$ cat src/design/utf8_sentence_splitter_macros.svh
// assertion macros for the sentence splitter, included by the output side module
`ifndef UTF8_SENTENCE_SPLITTER_MACROS_SVH
`define UTF8_SENTENCE_SPLITTER_MACROS_SVH

// same-cycle implication, sampled on clk, off while rst_n is low
`define USS_ASSERT_IMPL(label, ante, cons) \
  label: assert property (@(posedge clk) disable iff (!rst_n) (ante) |-> (cons)) \
    else $error("sentence splitter check failed");

// next-cycle implication, sampled on clk, off while rst_n is low
`define USS_ASSERT_NEXT(label, ante, cons) \
  label: assert property (@(posedge clk) disable iff (!rst_n) (ante) |=> (cons)) \
    else $error("sentence splitter check failed");

`endif

$ cat src/design/uss_pkg.sv
// shared types, character constants and decode functions for the sentence splitter
`timescale 1ns / 1ps

package uss_pkg;

  typedef struct packed {
    logic [7:0] data;
    logic       valid;
    logic       tok_start;
    logic       sent_end;
    logic       str_done;
    logic       bad;
  } res_t;

  localparam int QDEPTH = 4;

  localparam logic [7:0] CH_SPACE = 8'h20;
  localparam logic [7:0] CH_QMARK = 8'h3F;
  localparam logic [7:0] CH_EXCL  = 8'h21;

  // character length from a lead byte, zero for a stray or invalid byte
  function automatic logic [2:0] lead_len(input logic [7:0] b);
    return (b < 8'hC0) ? 3'd0 :
           (b < 8'hE0) ? 3'd2 :
           (b < 8'hF0) ? 3'd3 :
           (b < 8'hF8) ? 3'd4 :
           (b < 8'hFC) ? 3'd5 :
           (b < 8'hFE) ? 3'd6 : 3'd0;
  endfunction

  // full-width sentence marks, all three bytes long
  function automatic logic is_punct(input logic [7:0] b0, input logic [7:0] b1,
                                    input logic [7:0] b2);
    return (b0 == 8'hE3 && b1 == 8'h80 && b2 == 8'h82) ||
           (b0 == 8'hEF && b1 == 8'hB9 && (b2 == 8'h94 || b2 == 8'h96)) ||
           (b0 == 8'hEF && b1 == 8'hBC &&
            (b2 == 8'h81 || b2 == 8'h9F || b2 == 8'h9B));
  endfunction

endpackage

$ cat src/design/utf8_sentence_splitter.sv
// top level of the utf8 sentence splitter: front end, group queue, output side
//
//   channel   direction  handshake           beat
//   in_       input      in_push / in_full   one text byte and its end-of-string mark
//   out_      output     out_pop / out_empty one byte or status with token and sentence marks
//
// one input byte is taken per cycle while the group queue has room (4 groups)
// a finished n-byte character leaves the output register as n beats, one per cycle on out_pop
// a closed group goes into the queue, then its first beat into the output register
// rst_n is synchronous; reset empties the queue and the output register at once
// a stalled output fills the queue, then in_full holds off new bytes
`timescale 1ns / 1ps

module utf8_sentence_splitter #(
  parameter int MAX_CHAR_BYTES = 6
) (
  input  logic       clk,
  input  logic       rst_n,
  input  logic       in_push,
  output logic       in_full,
  input  logic [7:0] in_byte,
  input  logic       in_end_of_string,
  output logic       out_empty,
  input  logic       out_pop,
  output logic [7:0] out_byte,
  output logic       out_byte_valid,
  output logic       out_token_start,
  output logic       out_sentence_end,
  output logic       out_string_done,
  output logic       out_bad_utf8
);
  import uss_pkg::*;

  localparam int CNT_W = $clog2(MAX_CHAR_BYTES) + 1;

  logic                         accept;
  logic                         ent_push;
  logic [CNT_W-1:0]             ent_cnt;
  res_t [MAX_CHAR_BYTES-1:0]    ent_res;
  logic                         head_valid;
  logic [CNT_W-1:0]             head_cnt;
  res_t [MAX_CHAR_BYTES-1:0]    head_res;
  logic                         q_pop;
  res_t                         out_res;

  assign accept = in_push && !in_full;

  uss_front #(
    .MAX_CHAR_BYTES(MAX_CHAR_BYTES)
  ) u_front (
    .clk      (clk),
    .rst_n    (rst_n),
    .accept   (accept),
    .in_byte  (in_byte),
    .in_eos   (in_end_of_string),
    .ent_push (ent_push),
    .ent_cnt  (ent_cnt),
    .ent_res  (ent_res)
  );

  uss_queue #(
    .NRES(MAX_CHAR_BYTES)
  ) u_queue (
    .clk        (clk),
    .rst_n      (rst_n),
    .push       (ent_push),
    .push_cnt   (ent_cnt),
    .push_res   (ent_res),
    .full       (in_full),
    .pop        (q_pop),
    .head_valid (head_valid),
    .head_cnt   (head_cnt),
    .head_res   (head_res)
  );

  uss_back #(
    .NRES(MAX_CHAR_BYTES)
  ) u_back (
    .clk        (clk),
    .rst_n      (rst_n),
    .head_valid (head_valid),
    .head_cnt   (head_cnt),
    .head_res   (head_res),
    .q_pop      (q_pop),
    .out_pop    (out_pop),
    .out_empty  (out_empty),
    .out_res    (out_res)
  );

  assign out_byte         = out_res.data;
  assign out_byte_valid   = out_res.valid;
  assign out_token_start  = out_res.tok_start;
  assign out_sentence_end = out_res.sent_end;
  assign out_string_done  = out_res.str_done;
  assign out_bad_utf8     = out_res.bad;

endmodule

$ cat src/design/uss_front.sv
// front end: classifies each byte, tracks tokens and builds result groups
`timescale 1ns / 1ps

module uss_front #(
  parameter int MAX_CHAR_BYTES = 6
) (
  input  logic                                   clk,
  input  logic                                   rst_n,
  input  logic                                   accept,
  input  logic [7:0]                             in_byte,
  input  logic                                   in_eos,
  output logic                                   ent_push,
  output logic [$clog2(MAX_CHAR_BYTES):0]        ent_cnt,
  output uss_pkg::res_t [MAX_CHAR_BYTES-1:0]     ent_res
);
  import uss_pkg::*;

  localparam int IDX_W = $clog2(MAX_CHAR_BYTES);
  localparam int CNT_W = IDX_W + 1;

  logic [2:0]       exp_r, exp_nxt;
  logic [IDX_W-1:0] held_r, held_nxt;
  logic [7:0]       hb_r, hb_nxt;
  logic             hv_r, hv_nxt;
  logic             long_r, long_nxt;
  logic             skip_r, skip_nxt;
  logic             open_r, open_nxt;
  logic [7:0]       cb_r [MAX_CHAR_BYTES];
  logic             cb_we;
  logic [IDX_W-1:0] cb_idx;

  always_comb begin
    logic       lone;
    logic       se_flush;
    logic       open_flush;
    logic       done;
    logic       punct;
    logic       bad_lead;
    logic [2:0] len;
    res_t       flush_res;
    res_t       stat_res;
    res_t       tail_res;

    exp_nxt  = exp_r;
    held_nxt = held_r;
    hb_nxt   = hb_r;
    hv_nxt   = hv_r;
    long_nxt = long_r;
    skip_nxt = skip_r;
    open_nxt = open_r;
    ent_cnt  = '0;
    ent_res  = '0;
    cb_we    = 1'b0;
    cb_idx   = held_r;

    lone       = !long_r;
    se_flush   = hv_r && lone && (hb_r == CH_QMARK || hb_r == CH_EXCL);
    open_flush = open_r && !se_flush;
    len        = lead_len(in_byte);
    bad_lead   = (len == 3'd0) || (int'(len) > MAX_CHAR_BYTES);
    done       = (CNT_W'(held_r) + CNT_W'(1)) >= CNT_W'(exp_r);
    punct      = (exp_r == 3'd3) && is_punct(cb_r[0], cb_r[1], in_byte);
    flush_res  = res_t'{data: hb_r, valid: 1'b1, tok_start: lone, sent_end: se_flush,
                        str_done: 1'b0, bad: 1'b0};
    stat_res   = res_t'{data: 8'h00, valid: 1'b0, tok_start: 1'b0, sent_end: open_r,
                        str_done: 1'b1, bad: 1'b1};
    tail_res   = res_t'{data: in_byte, valid: 1'b1, tok_start: !hv_r, sent_end: 1'b1,
                        str_done: 1'b1, bad: 1'b0};

    if (skip_r) begin
      if (in_eos) begin
        skip_nxt = 1'b0;
      end
    end else if (exp_r != 3'd0) begin
      cb_we = 1'b1;
      if (done) begin
        for (int k = 0; k < MAX_CHAR_BYTES; k++) begin
          ent_res[k].data      = (IDX_W'(k) == held_r) ? in_byte : cb_r[k];
          ent_res[k].valid     = 1'b1;
          ent_res[k].tok_start = (k == 0);
          ent_res[k].sent_end  = (CNT_W'(k + 1) == CNT_W'(exp_r)) && (punct || in_eos);
          ent_res[k].str_done  = (CNT_W'(k + 1) == CNT_W'(exp_r)) && in_eos;
          ent_res[k].bad       = 1'b0;
        end
        ent_cnt  = CNT_W'(exp_r);
        open_nxt = !punct && !in_eos;
        exp_nxt  = 3'd0;
        held_nxt = '0;
      end else begin
        held_nxt = held_r + IDX_W'(1);
        if (in_eos) begin
          // string cut inside a character: drop its bytes and push a status beat
          ent_res[0] = stat_res;
          ent_cnt    = CNT_W'(1);
          exp_nxt    = 3'd0;
          held_nxt   = '0;
          open_nxt   = 1'b0;
        end
      end
    end else if (!in_byte[7]) begin
      if (in_byte == CH_SPACE) begin
        if (hv_r) begin
          ent_res[0] = flush_res;
          ent_res[1] = res_t'{data: CH_SPACE, valid: 1'b1, tok_start: 1'b1,
                              sent_end: in_eos, str_done: in_eos, bad: 1'b0};
          ent_cnt    = CNT_W'(2);
        end else begin
          ent_res[0] = res_t'{data: CH_SPACE, valid: 1'b1, tok_start: 1'b1,
                              sent_end: in_eos, str_done: in_eos, bad: 1'b0};
          ent_cnt    = CNT_W'(1);
        end
        hv_nxt   = 1'b0;
        long_nxt = 1'b0;
        open_nxt = !in_eos;
      end else begin
        // a run byte is held until the next byte shows whether the run goes on
        if (hv_r) begin
          ent_res[0] = res_t'{data: hb_r, valid: 1'b1, tok_start: lone,
                              sent_end: 1'b0, str_done: 1'b0, bad: 1'b0};
          ent_res[1] = tail_res;
          ent_cnt    = in_eos ? CNT_W'(2) : CNT_W'(1);
        end else begin
          ent_res[0] = tail_res;
          ent_cnt    = in_eos ? CNT_W'(1) : CNT_W'(0);
        end
        if (in_eos) begin
          hv_nxt   = 1'b0;
          long_nxt = 1'b0;
          open_nxt = 1'b0;
        end else begin
          hv_nxt   = 1'b1;
          long_nxt = hv_r;
          hb_nxt   = in_byte;
          open_nxt = 1'b1;
        end
      end
    end else begin
      stat_res.sent_end = open_flush;
      if (hv_r) begin
        ent_res[0] = flush_res;
      end
      if (bad_lead || in_eos) begin
        if (hv_r) begin
          ent_res[1] = stat_res;
        end else begin
          ent_res[0] = stat_res;
        end
        ent_cnt  = hv_r ? CNT_W'(2) : CNT_W'(1);
        open_nxt = 1'b0;
        skip_nxt = bad_lead && !in_eos;
      end else begin
        ent_cnt  = hv_r ? CNT_W'(1) : CNT_W'(0);
        exp_nxt  = len;
        held_nxt = IDX_W'(1);
        open_nxt = open_flush;
        cb_we    = 1'b1;
        cb_idx   = '0;
      end
      hv_nxt   = 1'b0;
      long_nxt = 1'b0;
    end

    ent_push = accept && (ent_cnt != '0);
  end

  always_ff @(posedge clk) begin
    if (!rst_n) begin
      exp_r  <= 3'd0;
      held_r <= '0;
      hb_r   <= 8'h00;
      hv_r   <= 1'b0;
      long_r <= 1'b0;
      skip_r <= 1'b0;
      open_r <= 1'b0;
    end else if (accept) begin
      exp_r  <= exp_nxt;
      held_r <= held_nxt;
      hb_r   <= hb_nxt;
      hv_r   <= hv_nxt;
      long_r <= long_nxt;
      skip_r <= skip_nxt;
      open_r <= open_nxt;
    end
  end

  always_ff @(posedge clk) begin
    if (accept && cb_we) begin
      cb_r[cb_idx] <= in_byte;
    end
  end

endmodule

$ cat src/design/uss_queue.sv
// short queue of result groups between the front end and the output side
`timescale 1ns / 1ps

module uss_queue #(
  parameter int NRES = 6
) (
  input  logic                          clk,
  input  logic                          rst_n,
  input  logic                          push,
  input  logic [$clog2(NRES):0]         push_cnt,
  input  uss_pkg::res_t [NRES-1:0]      push_res,
  output logic                          full,
  input  logic                          pop,
  output logic                          head_valid,
  output logic [$clog2(NRES):0]         head_cnt,
  output uss_pkg::res_t [NRES-1:0]      head_res
);
  import uss_pkg::*;

  localparam int CNT_W = $clog2(NRES) + 1;
  localparam int PTR_W = $clog2(QDEPTH);

  logic [CNT_W-1:0]  cnt_mem_r [QDEPTH];
  res_t [NRES-1:0]   res_mem_r [QDEPTH];
  logic [PTR_W-1:0]  wr_ptr_r, wr_ptr_nxt;
  logic [PTR_W-1:0]  rd_ptr_r, rd_ptr_nxt;
  logic [PTR_W:0]    fill_r, fill_nxt;
  logic              do_pop;

  assign full       = (fill_r == (PTR_W + 1)'(QDEPTH));
  assign head_valid = (fill_r != '0);
  assign head_cnt   = cnt_mem_r[rd_ptr_r];
  assign head_res   = res_mem_r[rd_ptr_r];
  assign do_pop     = pop && head_valid;

  always_comb begin
    wr_ptr_nxt = push ? wr_ptr_r + PTR_W'(1) : wr_ptr_r;
    rd_ptr_nxt = do_pop ? rd_ptr_r + PTR_W'(1) : rd_ptr_r;
    fill_nxt   = fill_r + (PTR_W + 1)'(push) - (PTR_W + 1)'(do_pop);
  end

  always_ff @(posedge clk) begin
    if (!rst_n) begin
      wr_ptr_r <= '0;
      rd_ptr_r <= '0;
      fill_r   <= '0;
    end else begin
      wr_ptr_r <= wr_ptr_nxt;
      rd_ptr_r <= rd_ptr_nxt;
      fill_r   <= fill_nxt;
    end
  end

  always_ff @(posedge clk) begin
    if (push) begin
      cnt_mem_r[wr_ptr_r] <= push_cnt;
      res_mem_r[wr_ptr_r] <= push_res;
    end
  end

endmodule

$ cat src/design/uss_back.sv
// output side: walks each result group one beat at a time into the output register
`timescale 1ns / 1ps
`include "utf8_sentence_splitter_macros.svh"

module uss_back #(
  parameter int NRES = 6
) (
  input  logic                          clk,
  input  logic                          rst_n,
  input  logic                          head_valid,
  input  logic [$clog2(NRES):0]         head_cnt,
  input  uss_pkg::res_t [NRES-1:0]      head_res,
  output logic                          q_pop,
  input  logic                          out_pop,
  output logic                          out_empty,
  output uss_pkg::res_t                 out_res
);
  import uss_pkg::*;

  localparam int IDX_W = $clog2(NRES);
  localparam int CNT_W = IDX_W + 1;

  logic [IDX_W-1:0] idx_r, idx_nxt;
  res_t             out_r, out_nxt;
  logic             out_v_r, out_v_nxt;
  logic             load;
  logic             last;

  assign load      = !out_v_r || out_pop;
  assign last      = (CNT_W'(idx_r) + CNT_W'(1)) == head_cnt;
  assign q_pop     = load && head_valid && last;
  assign out_empty = !out_v_r;
  assign out_res   = out_r;

  always_comb begin
    idx_nxt   = idx_r;
    out_nxt   = out_r;
    out_v_nxt = out_v_r;
    if (load) begin
      out_v_nxt = head_valid;
      if (head_valid) begin
        out_nxt = head_res[idx_r];
        idx_nxt = last ? '0 : idx_r + IDX_W'(1);
      end
    end
  end

  always_ff @(posedge clk) begin
    if (!rst_n) begin
      idx_r   <= '0;
      out_v_r <= 1'b0;
    end else begin
      idx_r   <= idx_nxt;
      out_v_r <= out_v_nxt;
    end
  end

  always_ff @(posedge clk) begin
    out_r <= out_nxt;
  end

  // a bare status beat always reports bad utf8 and the end of the string
  `USS_ASSERT_IMPL(a_status_is_bad, out_v_r && !out_r.valid, out_r.bad && out_r.str_done)
  // the beat index never runs past the group at the head
  `USS_ASSERT_IMPL(a_idx_in_group, head_valid, CNT_W'(idx_r) < head_cnt)
  // finishing a group restarts the walk at its first beat
  `USS_ASSERT_NEXT(a_pop_restarts, q_pop, idx_r == '0)

endmodule
$ cat config.mk
export PLATFORM = sky130hd
export DESIGN_NAME = utf8_sentence_splitter
export DESIGN_NICKNAME = d
export VERILOG_FILES = /design/src/design/uss_pkg.sv /design/src/design/utf8_sentence_splitter.sv /design/src/design/uss_front.sv /design/src/design/uss_queue.sv /design/src/design/uss_back.sv
export VERILOG_INCLUDE_DIRS = /design/src /design/src/design
export SDC_FILE = /design/constraint.sdc
export NUM_CORES = 1
export LEC_CHECK = 0
export BUFFER_PORTS_ARGS = -buffer_cell sky130_fd_sc_hd__buf_2
export CAP_MARGIN = 20
export CORE_ASPECT_RATIO = 2
export CORE_UTILIZATION = 55
export DETAILED_ROUTE_END_ITERATION = 8
export HOLD_SLACK_MARGIN = 0.03
export PLACE_DENSITY = 0.84
export SKIP_LAST_GASP = 1
export SLEW_MARGIN = 20
export SYNTH_ARGS = -nofsm -noshare
export SYNTH_HDL_FRONTEND = slang
export SYNTH_HIERARCHICAL = 1
export SYNTH_SLANG_ARGS = --single-unit
$ cat constraint.sdc
create_clock -name clk -period 5 [get_ports clk]
set_input_delay 0 -clock clk [delete_from_list [all_inputs] [get_ports clk]]
set_output_delay 0 -clock clk [all_outputs]
set_load 0.01 [all_outputs]
==> results.ini, run 1 <==
[placement]
hpwl_um=26120
place_congestion=1.032
dp_cells=1440
portBuffers=27

[sta]
rsz0062_at_grt=false
fmax_mhz=248.1
relSlewSlack_pct=24.90
slew_viol_final=0
setup-tns-final_ns=0
period_minus_slack_ns=4.031
fin_skew_ns=0.01668
setup_violations=0
worst_pin_slew_ns=1.118
whs_ns=0.06244
post-route-period-util_pct=80.62
hold_viol_final=0

[logic_synthesis]
ys_types=65
ys.flop_type=edfxtp_1
synth_warnings=6
seq_area_frac_synth_pct=69.13
synth-edff-count=389
synthesis.area_mm2=0.01777
syn_inst=1029
synth-seq-cells=419
syn_avg_cell_area_um2=17.27
async_flop_share_pct=0

[grt]
antenna_found_initial=1
overflow=0
grt_usage_pct=25.59
grt_start_max_net_pins=67
grt_pass1_vias=10020
grt_first_pass_wirelength_um=60930

[cells_and_area]
fill_cells=2171
layout.cells.non_filler=1515
drive_gt1_share_pct=20.26
area_delta_synth_final_pct=9.739
fin_nets=1101
finalCoreUtilization_pct=61.59

[route]
drtIter0Drc=1087
avgViaCountPerCell=6.337
drc=0
wirelength_um=40360
wl_per_cell_um=26.64
ant_nets=0
first_pass_iters=5
vias=9600

[clock_network]
cts_buffers=34
cts_tree=yes
htree_levels=2
ctsResizeCount=0
cts_root_buf=clkbuf_16
clock-sinks=419
clk_latency_ns=0.52
clk_path_buf_depth=3
post-cts-setup-buffers=0
cts_hold_buf=14
path_clk_slew_ns=0.07

[worst_setup_path]
worst_setup_path_start_kind=flop
crit_fanout=25
critPathKind=flop to flop
critPathArrivalTime_ns=4.22
cp.required_ns=5.19
cp-end-kind=flop

[floorplanning]
die-width_um=129.1
rows=92
core_area_mm2=0.03166
start_util_pct=56.13
dieArea_mm2=0.03307
ios=28
die-height_um=256.2

[power]
leakage_uw=0.006412
p_per_area_mw_per_mm2=434.8
ir_drop_mv=0.2795
power_uw=8478

[worst_hold_path]
hp-class=input port to flop

[job]
maxCapViolCount=0

[run_status]
outcome=complete, no violations

[cells in the mapped netlist (all sizes together), types with 12 or more instances]
cell type	count	area (um2)
edfxtp	389	11680
mux4	95	2143
nor2	52	195.2
mux2i	51	510.5
nand2	44	165.2
buf	41	370.3
a21oi	36	180.2
clkbuf	34	127.6
inv	32	120.1
dfxtp	30	600.6
nand3	25	125.1
o22ai	22	137.6
ha	20	250.2
nor2b	20	132.6
nor3	15	75.07
nor4	12	75.07
[layout by cell type (no fill, tap or decap), drive strengths merged, types with 4 or more instances in the layout]
cell	n
a211oi	7
a21oi	36
a22o	7
and2	11
buf	55
bufinv	4
clkbuf	38
clkinv	15
conb	9
dfxtp	30
dlygate4sd3	14
edfxtp	389
ha	20
inv	33
mux2i	51
mux4	95
nand2	44
nand2b	11
nand3	25
nand4	5
nor2	52
nor2b	20
nor3	15
nor3b	5
nor4	12
o2111ai	4
o21ai	5
o22ai	22
[logic make-up (layout without fill, tap and decap cells)]
logic type | after synthesis | count (layout) | share of synthesized area [%]
AO/OA/AOI/OAI | 107 | 107 | 4.056
XOR/XNOR | 5 | 5 | 0.3240
adder cells (fa/ha/maj) | 21 | 21 | 1.521
buffers and inverters | 108 | 162 | 3.500
multiplexers | 149 | 149 | 15.13
flip-flops | 419 | 419 | 69.13
AND/OR/NAND/NOR | 219 | 219 | 6.324
other | 1 | 10 | 0.02111
[area by class of cell]
cell class	instances	area, um2	share of cell area (%)
Antenna cell	1	2.502	0.01283
Clock buffer	38	887.1	4.550
Clock inverter	22	220.2	1.129
Inverter	33	123.9	0.6353
Multi-Input combinational cell	510	4908	25.17
Sequential cell	419	12290	63.04
Tap cell	423	529.3	2.715
Timing Repair Buffer	69	535.5	2.747
[sequential cells by signal, indices dropped and copies added, names as in the netlist, 3 cells and up, named ones only]
name               count
u_back/idx_r           3
u_queue/fill_r         3
u_queue/res_mem_r    312
u_front/held_r         3
u_back/out_res        13
u_front/hb_r           7
u_front/exp_r          3
u_queue/cnt_mem_r     16
u_front/cb_r          48
[final timing paths]
kind,start,end,slack [ns],cells past startpoint
worst min register to register,u_queue/rd_ptr_r[1]$_SDFFE_PN0P_,flop,0.49,2
worst min-delay path,in_push,u_front/skip_r$_SDFFE_PN0P_,0.06,4
worst max-delay path,u_front/held_r[0]$_SDFFE_PN0P_,u_queue/res_mem_r[2][35]$_DFFE_PP_,0.97,11
worst max register to register,u_front/held_r[0]$_SDFFE_PN0P_,u_queue/res_mem_r[2][35]$_DFFE_PP_,0.97,11
[where the power goes]
part           total [uW]  internal [uW]  switching (uW)
Combinational        1380            551             829
Clock                2680           1500            1190
Sequential           4420           4280             139
[critical path: stages (launching register included)]
cell,delay (ns)
dfxtp_1,0.43
ha_1,0.26
ha_1,0.29
inv_1,0.05
ha_1,0.29
nand2_1,0.07
o211ai_1,0.21
mux2_2,0.36
a21oi_1,0.33
o31a_1,0.48
and2_4,0.51
buf_4,0.38
[through the flow]
step | instance area (um2) | setup WS [ns]
6_report | 19500 | 0.9690
5_1_grt | 19500 | 0.7002
4_1_cts | 19490 | 0.9641
3_5_place_dp | 18250 | 1.005
3_3_place_gp | 18250 | 1.155
2_1_floorplan | 17800 | 0.1188
[metal layers]
layer | share of wire [%] | track usage (%) | vias up | wire length (um)
met5 | 0 | 0 | - | 0
met4 | 5.6 | 13.92 | 0 | 2260
met3 | 4.9 | 2.441 | 125 | 1971
met2 | 56 | 46.50 | 459 | 22520
met1 | 34 | 29.17 | 4887 | 13610
li1 | - | - | 4129 | -
No activity file was read; power rests on OpenSTA's default activity.
==> run 2, diff against run 1 <==
--- a/config.mk
+++ b/config.mk
@@ -6,13 +6,14 @@
 export SDC_FILE = /design/constraint.sdc
 export NUM_CORES = 1
 export LEC_CHECK = 0
+export ABC_AREA = 1
 export BUFFER_PORTS_ARGS = -buffer_cell sky130_fd_sc_hd__buf_2
 export CAP_MARGIN = 20
 export CORE_ASPECT_RATIO = 2
 export CORE_UTILIZATION = 55
 export DETAILED_ROUTE_END_ITERATION = 8
 export HOLD_SLACK_MARGIN = 0.03
-export PLACE_DENSITY = 0.84
+export PLACE_DENSITY = 0.81
 export SKIP_LAST_GASP = 1
 export SLEW_MARGIN = 20
 export SYNTH_ARGS = -nofsm -noshare
==> constraint.sdc (replaced) <==
create_clock -name clk -period 4.1 [get_ports clk]
set_input_delay 0 -clock clk [delete_from_list [all_inputs] [get_ports clk]]
set_output_delay 0 -clock clk [all_outputs]
set_load 0.01 [all_outputs]
==> results.ini, run 2 <==
[run_status]
outcome=complete, no violations

[clock_network]
cts_root_buf=clkbuf_16
clock-sinks=419
cts_buffers=35
post-cts-setup-buffers=0
path_clk_slew_ns=0.07
ctsResizeCount=0
clk_latency_ns=0.55
cts_tree=yes
clk_path_buf_depth=3
htree_levels=2

[route]
vias=12670
drc=0
first_pass_iters=5
drtIter0Drc=1144
avgViaCountPerCell=5.983
wl_per_cell_um=20.65
ant_nets=0
wirelength_um=43720

[grt]
grt_start_max_net_pins=93
gr-usage-met1_pct=27.63
busiest_layer=met2
grt_first_pass_wirelength_um=66680
grt_pass1_vias=12440
antenna_found_initial=0
gr-usage-met2_pct=47.46
grt_usage_pct=25.45
overflow=0
use_met3_pct=3.164

[cells_and_area]
drive_gt1_share_pct=11.57
area_delta_synth_final_pct=8.401
multi_input_area_mm2=0.005229
top_regs=u_queue/res_mem_r: 312 flops, u_front/cb_r: 48 flops, u_queue/cnt_mem_r: 16 flops
seq_area_mm2=0.01229
fill_cells=2495
most-common-layout-cells=edfxtp_1 (389), nor2_1 (273), nand2_1 (191), o21ai_0 (132), o21ai_1 (107)
regMostFlops=u_queue/res_mem_r
largest_reg_flops=312
antenna_cells=0
fin_nets=1693
layout_commonest_cell=edfxtp_1

[worst_setup_path]
path_cells=inv_1 > ha_1 > ha_1 > inv_1 > o21bai_1 > nand3_1 > nand3_1 > buf_4 > nand2_1 > inv_1 > nand2_1 > nand3_1 > nor2_1 > nor2_1 > nand2_1 > clkinvlp_4 > buf_12
cp.required_ns=4.32
crit_fanout=36
critPathKind=flop to flop
cp-end-kind=flop
crit_path_max_incr_delay_ns=0.44
worst_setup_path_start_kind=flop
critPathArrivalTime_ns=3.92
cp_slowest_cell=clkinvlp_4

[logic_synthesis]
ys.flop_type=edfxtp_1
synth-edff-count=389
synth-seq-cells=419
yosys-top-cells-count=edfxtp_1 (389), nor2_1 (273), nand2_1 (191)
ys_types=45
syn_avg_cell_area_um2=11.23
async_flop_share_pct=0
syn_inst=1651
synth_warnings=6
seq_area_frac_synth_pct=66.23
synth_top_area_cell=edfxtp_1
synth_area_leaders=edfxtp_1 (63%), nor2_1 (5.5%), nand2_1 (3.9%)
synthesis.area_mm2=0.01854
yosysTopAreaCellShare_pct=63.00
yosysMostFrequentCell=edfxtp_1

[sta]
relSlewSlack_pct=38.38
fmax_mhz=269.9
rsz0062_at_grt=false
setup_violations=0
post-route-period-util_pct=90.37
setup_ws_ns=0.3948
period_minus_slack_ns=3.705
slew_viol_final=0
hold_viol_final=0
fin_skew_ns=0.01863
setup-tns-final_ns=0
worst_pin_slew_ns=0.9243

[floorplanning]
core_area_mm2=0.03305
die-height_um=261.7
start_util_pct=56.11
ios=28
die-width_um=131.8
dieArea_mm2=0.03450
rows=94

[worst_hold_path]
hp-class=input port to flop

[placement]
dp_worst_setup_slack_ns=0.4233
place_congestion=1.002
hpwl_um=28170
portBuffers=27

[power]
leakage_uw=0.007141
ir_drop_mv=0.2899
p_per_area_mw_per_mm2=498.5

[job]
maxCapViolCount=0

run 2: cell count changes in the layout (fill, tap and decap cells not counted), moves of 21 or more:
cell and change:
a21oi_1 +21, inv_1 +30, mux2i_1 -51, mux4_2 -94, nand2_1 +147, nand3_1 +42, nor2_1 +221, o21ai_0 +127
o21ai_1 +107, o21ai_2 +21, o22ai_1 +63
run 2: critical path, delay by kind of cell (launching register included):
family	cells	cell delay (ns)
buffers and inverters	6	1.16
and+or+nand+nor	8	1.01
adders and majority gates	2	0.65
DFF	1	0.40
AOI/OAI and AO/OA	1	0.13
run 2: final timing paths:
| check | slack (ns) | endpoint | startpoint | depth (start not counted) |
|---|---|---|---|---|
| worst min-delay path | 0.11 | u_front/held_r[0]$_SDFFE_PN0P_ | in_push | 7 |
| worst min register to register | 0.47 | u_front/hb_r[5]$_SDFFE_PN0P_ | u_front/hb_r[5]$_SDFFE_PN0P_ | 2 |
| worst max-delay path | 0.39 | u_queue/res_mem_r[1][47]$_DFFE_PP_ | u_front/held_r[0]$_SDFFE_PN0P_ | 17 |
| worst max register to register | 0.39 | u_queue/res_mem_r[1][47]$_DFFE_PP_ | u_front/held_r[0]$_SDFFE_PN0P_ | 17 |
run 2: routing by layer:
layer / vias up / wire length [um]
met4: 0 / 2254
li1: 5839 / -
met1: 6107 / 15090
met3: 130 / 2773
met5: - / 0
met2: 591 / 23600
run 2: cell type report:
cell class | instances | area share [%]
timing repair buffer | 70 | 2.751
clock buffer | 47 | 4.787
clock inverter | 16 | 0.8466
inverter | 89 | 1.786
multi-input combinational | 1044 | 26.01
sequential | 419 | 61.13
tap | 432 | 2.689
run 2: what timing repair did:
| item | in CTS | in global routing |
|---|---|---|
| hold endpoints to repair | 73 | 0 |
| hold buffers | 13 | 0 |
| setup endpoints to repair | 0 | 0 |
run 2: cell families (layout without fill, tap and decap cells):
logic type	after synthesis	count (layout)	share of synthesized area, %
AND/OR/NAND/NOR	586	586	13.49
adder cells (fa/ha/maj)	21	21	1.457
flip-flops	419	419	66.23
AO/OA/AOI/OAI	426	426	12.97
buffers and inverters	196	222	5.735
XOR/XNOR	2	2	0.09448
other	1	9	0.02022
run 2: stage by stage:
| step | cell area (um2) | cells | util, % | power (uW) | hold slack (ns) |
|---|---|---|---|---|---|
| 2_1_floorplan | 18590 | 1659 | - | 6263 | 0.09763 |
| 3_3_place_gp | 18840 | 2041 | 57.00 | 6715 | 0.3057 |
| 3_5_place_dp | 18840 | 2041 | 57.00 | 6763 | 0.3179 |
| 4_1_cts | 20100 | 2117 | 60.82 | 10030 | 0.08224 |
| 5_1_grt | 20100 | 2117 | 60.82 | 10350 | 0.1482 |
| 6_report | 20100 | 2117 | 60.82 | 10020 | 0.1083 |
run 2: power by group:
part	switching [uW]	internal (uW)
combinational	1090	426
clock	1470	1850
sequential	102	5090
total	2650	7360
==> run 3, diff against run 2 <==
--- a/config.mk
+++ b/config.mk
@@ -13,7 +13,7 @@
 export CORE_UTILIZATION = 55
 export DETAILED_ROUTE_END_ITERATION = 8
 export HOLD_SLACK_MARGIN = 0.03
-export PLACE_DENSITY = 0.81
+export PLACE_DENSITY = 0.74
 export SKIP_LAST_GASP = 1
 export SLEW_MARGIN = 20
 export SYNTH_ARGS = -nofsm -noshare
==> results.ini, run 3 (synthesized netlist as in run 2, its figures left out) <==
[placement]
portBuffers=27
hpwl_um=28420
dp_worst_setup_slack_ns=0.6813
place_congestion=0.9807

[grt]
grt_start_max_net_pins=79
grt_usage_pct=25.67
antenna_found_initial=0
grt_first_pass_wirelength_um=67190
overflow=0
grt_pass1_vias=12520

[worst_setup_path]
cp.required_ns=4.26
critPathKind=flop to flop
crit_fanout=38
crit_path_max_incr_delay_ns=0.48
critPathArrivalTime_ns=3.64
cp_slowest_cell=buf_4
worst_setup_path_start_kind=flop
path_cells=inv_1 > ha_1 > ha_1 > inv_1 > o21bai_1 > nand3_1 > nand3_1 > buf_4 > nand2_1 > inv_1 > nand2_1 > nand3_1 > nor2_1 > nor2_1 > buf_4 > nand2_1 > clkinvlp_4 > buf_4
cp_num_cells=18
path_delay_family=buffers and inverters
ff2ff_setup_slack_ns=0.62
reg2reg_from=u_front/held_r[1]$_SDFFE_PN0P_
critPathBufInv=7
ff2ff_path_depth=18
worstReg2RegEnd=u_queue/res_mem_r[1][73]$_DFFE_PP_
cp-end-kind=flop

[route]
ant_nets=0
wirelength_um=43600
drtIter0Drc=1052
wl_per_cell_um=20.62
drc=0
first_pass_iters=5
vias=12500
avgViaCountPerCell=5.912

[floorplanning]
rows=94
die-width_um=131.8
start_util_pct=56.11
dieArea_mm2=0.03450
ios=28
core_area_mm2=0.03305
die-height_um=261.7

[sta]
rsz0062_at_grt=false
period_minus_slack_ns=3.484
fin_skew_ns=0.01630
hold_viol_final=0
post-route-period-util_pct=84.96
relSlewSlack_pct=38.92
worst_pin_slew_ns=0.9092
slew_viol_final=0
fmax_mhz=287.1
setup_violations=0
setup_ws_ns=0.6165
setup-tns-final_ns=0

[power]
power_uw=9989
p_per_area_mw_per_mm2=497.8
ir_drop_mv=0.3141
leakage_uw=0.007116

[clock_network]
clock-sinks=419
cts_tree=yes
clk_path_buf_depth=3
cts_root_buf=clkbuf_16
clk_latency_ns=0.53
path_clk_slew_ns=0.07
cts_buffers=35
htree_levels=2
post-cts-setup-buffers=0

[cells_and_area]
regMostFlops=u_queue/res_mem_r
largest_reg_flops=312
drive_gt1_share_pct=11.65
layout_commonest_cell=edfxtp_1
fill_cells=2575
most-common-layout-cells=edfxtp_1 (389), nor2_1 (273), nand2_1 (191), o21ai_0 (132), o21ai_1 (107)
top_regs=u_queue/res_mem_r: 312 flops, u_front/cb_r: 48 flops, u_queue/cnt_mem_r: 16 flops
area_delta_synth_final_pct=8.212
antenna_cells=0
fin_nets=1694

[job]
maxCapViolCount=0

[worst_hold_path]
min_from=in_push
hp-class=input port to flop
whs_endpoint=u_front/held_r[0]$_SDFFE_PN0P_
hold_depth=7

[run_status]
outcome=complete, no violations

## run 3: power by group
group	total [uW]	internal (uW)	switching [uW]
registers	5200	5090	119
logic	1510	430	1080
clock network	3270	1810	1460
total	9990	7320	2670
## run 3: worst reg2reg max path: stages (launching register included)
cell and delay [ns]:
dfxtp_1 0.41, inv_1 0.14, ha_1 0.31, ha_1 0.30, inv_1 0.05, o21bai_1 0.16, nand3_1 0.09, nand3_1 0.11
buf_4 0.19, nand2_1 0.06, inv_1 0.08, nand2_1 0.07, nand3_1 0.09, nor2_1 0.05, nor2_1 0.12, buf_4 0.18
nand2_1 0.09, clkinvlp_4 0.10, buf_4 0.49
## run 3: cell type report
cell class	instances	area, um2	area share, %
Timing Repair Buffer	71	548.0	2.731
Clock buffer	44	929.6	4.633
Inverter	89	361.6	1.802
Tap cell	432	540.5	2.694
Sequential cell	419	12290	61.23
Multi-Input combinational cell	1044	5228	26.05
Clock inverter	16	171.4	0.8543
## run 3: stage by stage
stage               hold slack, ns  std cells  util (%)  area (um2)
finish                      0.1420       2115     60.71       20070
global route                0.1499       2115     60.71       20070
CTS                         0.1315       2115     60.71       20070
detailed placement          0.3260       2042     56.99       18830
global placement            0.3054       2042     56.99       18830
floorplan                  0.09763       1659         -       18590
## run 3: worst max path at each step
stage	startpoint	endpoint	slack [ns]
after floorplan	u_front/held_r[2]$_SDFFE_PN0P_	u_queue/cnt_mem_r[0][0]$_DFFE_PP_	0.32
after global placement	u_front/held_r[0]$_SDFFE_PN0P_	u_queue/res_mem_r[3][6]$_DFFE_PP_	0.74
after detailed placement	u_front/held_r[0]$_SDFFE_PN0P_	u_queue/res_mem_r[3][8]$_DFFE_PP_	0.68
after CTS	u_front/held_r[0]$_SDFFE_PN0P_	u_queue/res_mem_r[3][21]$_DFFE_PP_	0.61
after global routing	u_front/held_r[0]$_SDFFE_PN0P_	u_queue/res_mem_r[0][72]$_DFFE_PP_	0.35
final	u_front/held_r[1]$_SDFFE_PN0P_	u_queue/res_mem_r[1][73]$_DFFE_PP_	0.62
## run 3: routing by layer
| metal | share of wire (%) | global-route usage (%) |
|---|---|---|
| met3 | 5.1 | 2.681 |
| met1 | 35 | 27.61 |
| met5 | 0 | 0 |
| met4 | 5.3 | 15.41 |
| met2 | 55 | 48.40 |
## run 3: repair_timing
| item | CTS | global route |
|---|---|---|
| hold buffers | 13 | 0 |
| resized for setup | 0 | 0 |
| endpoints found under the hold margin | 74 | 0 |
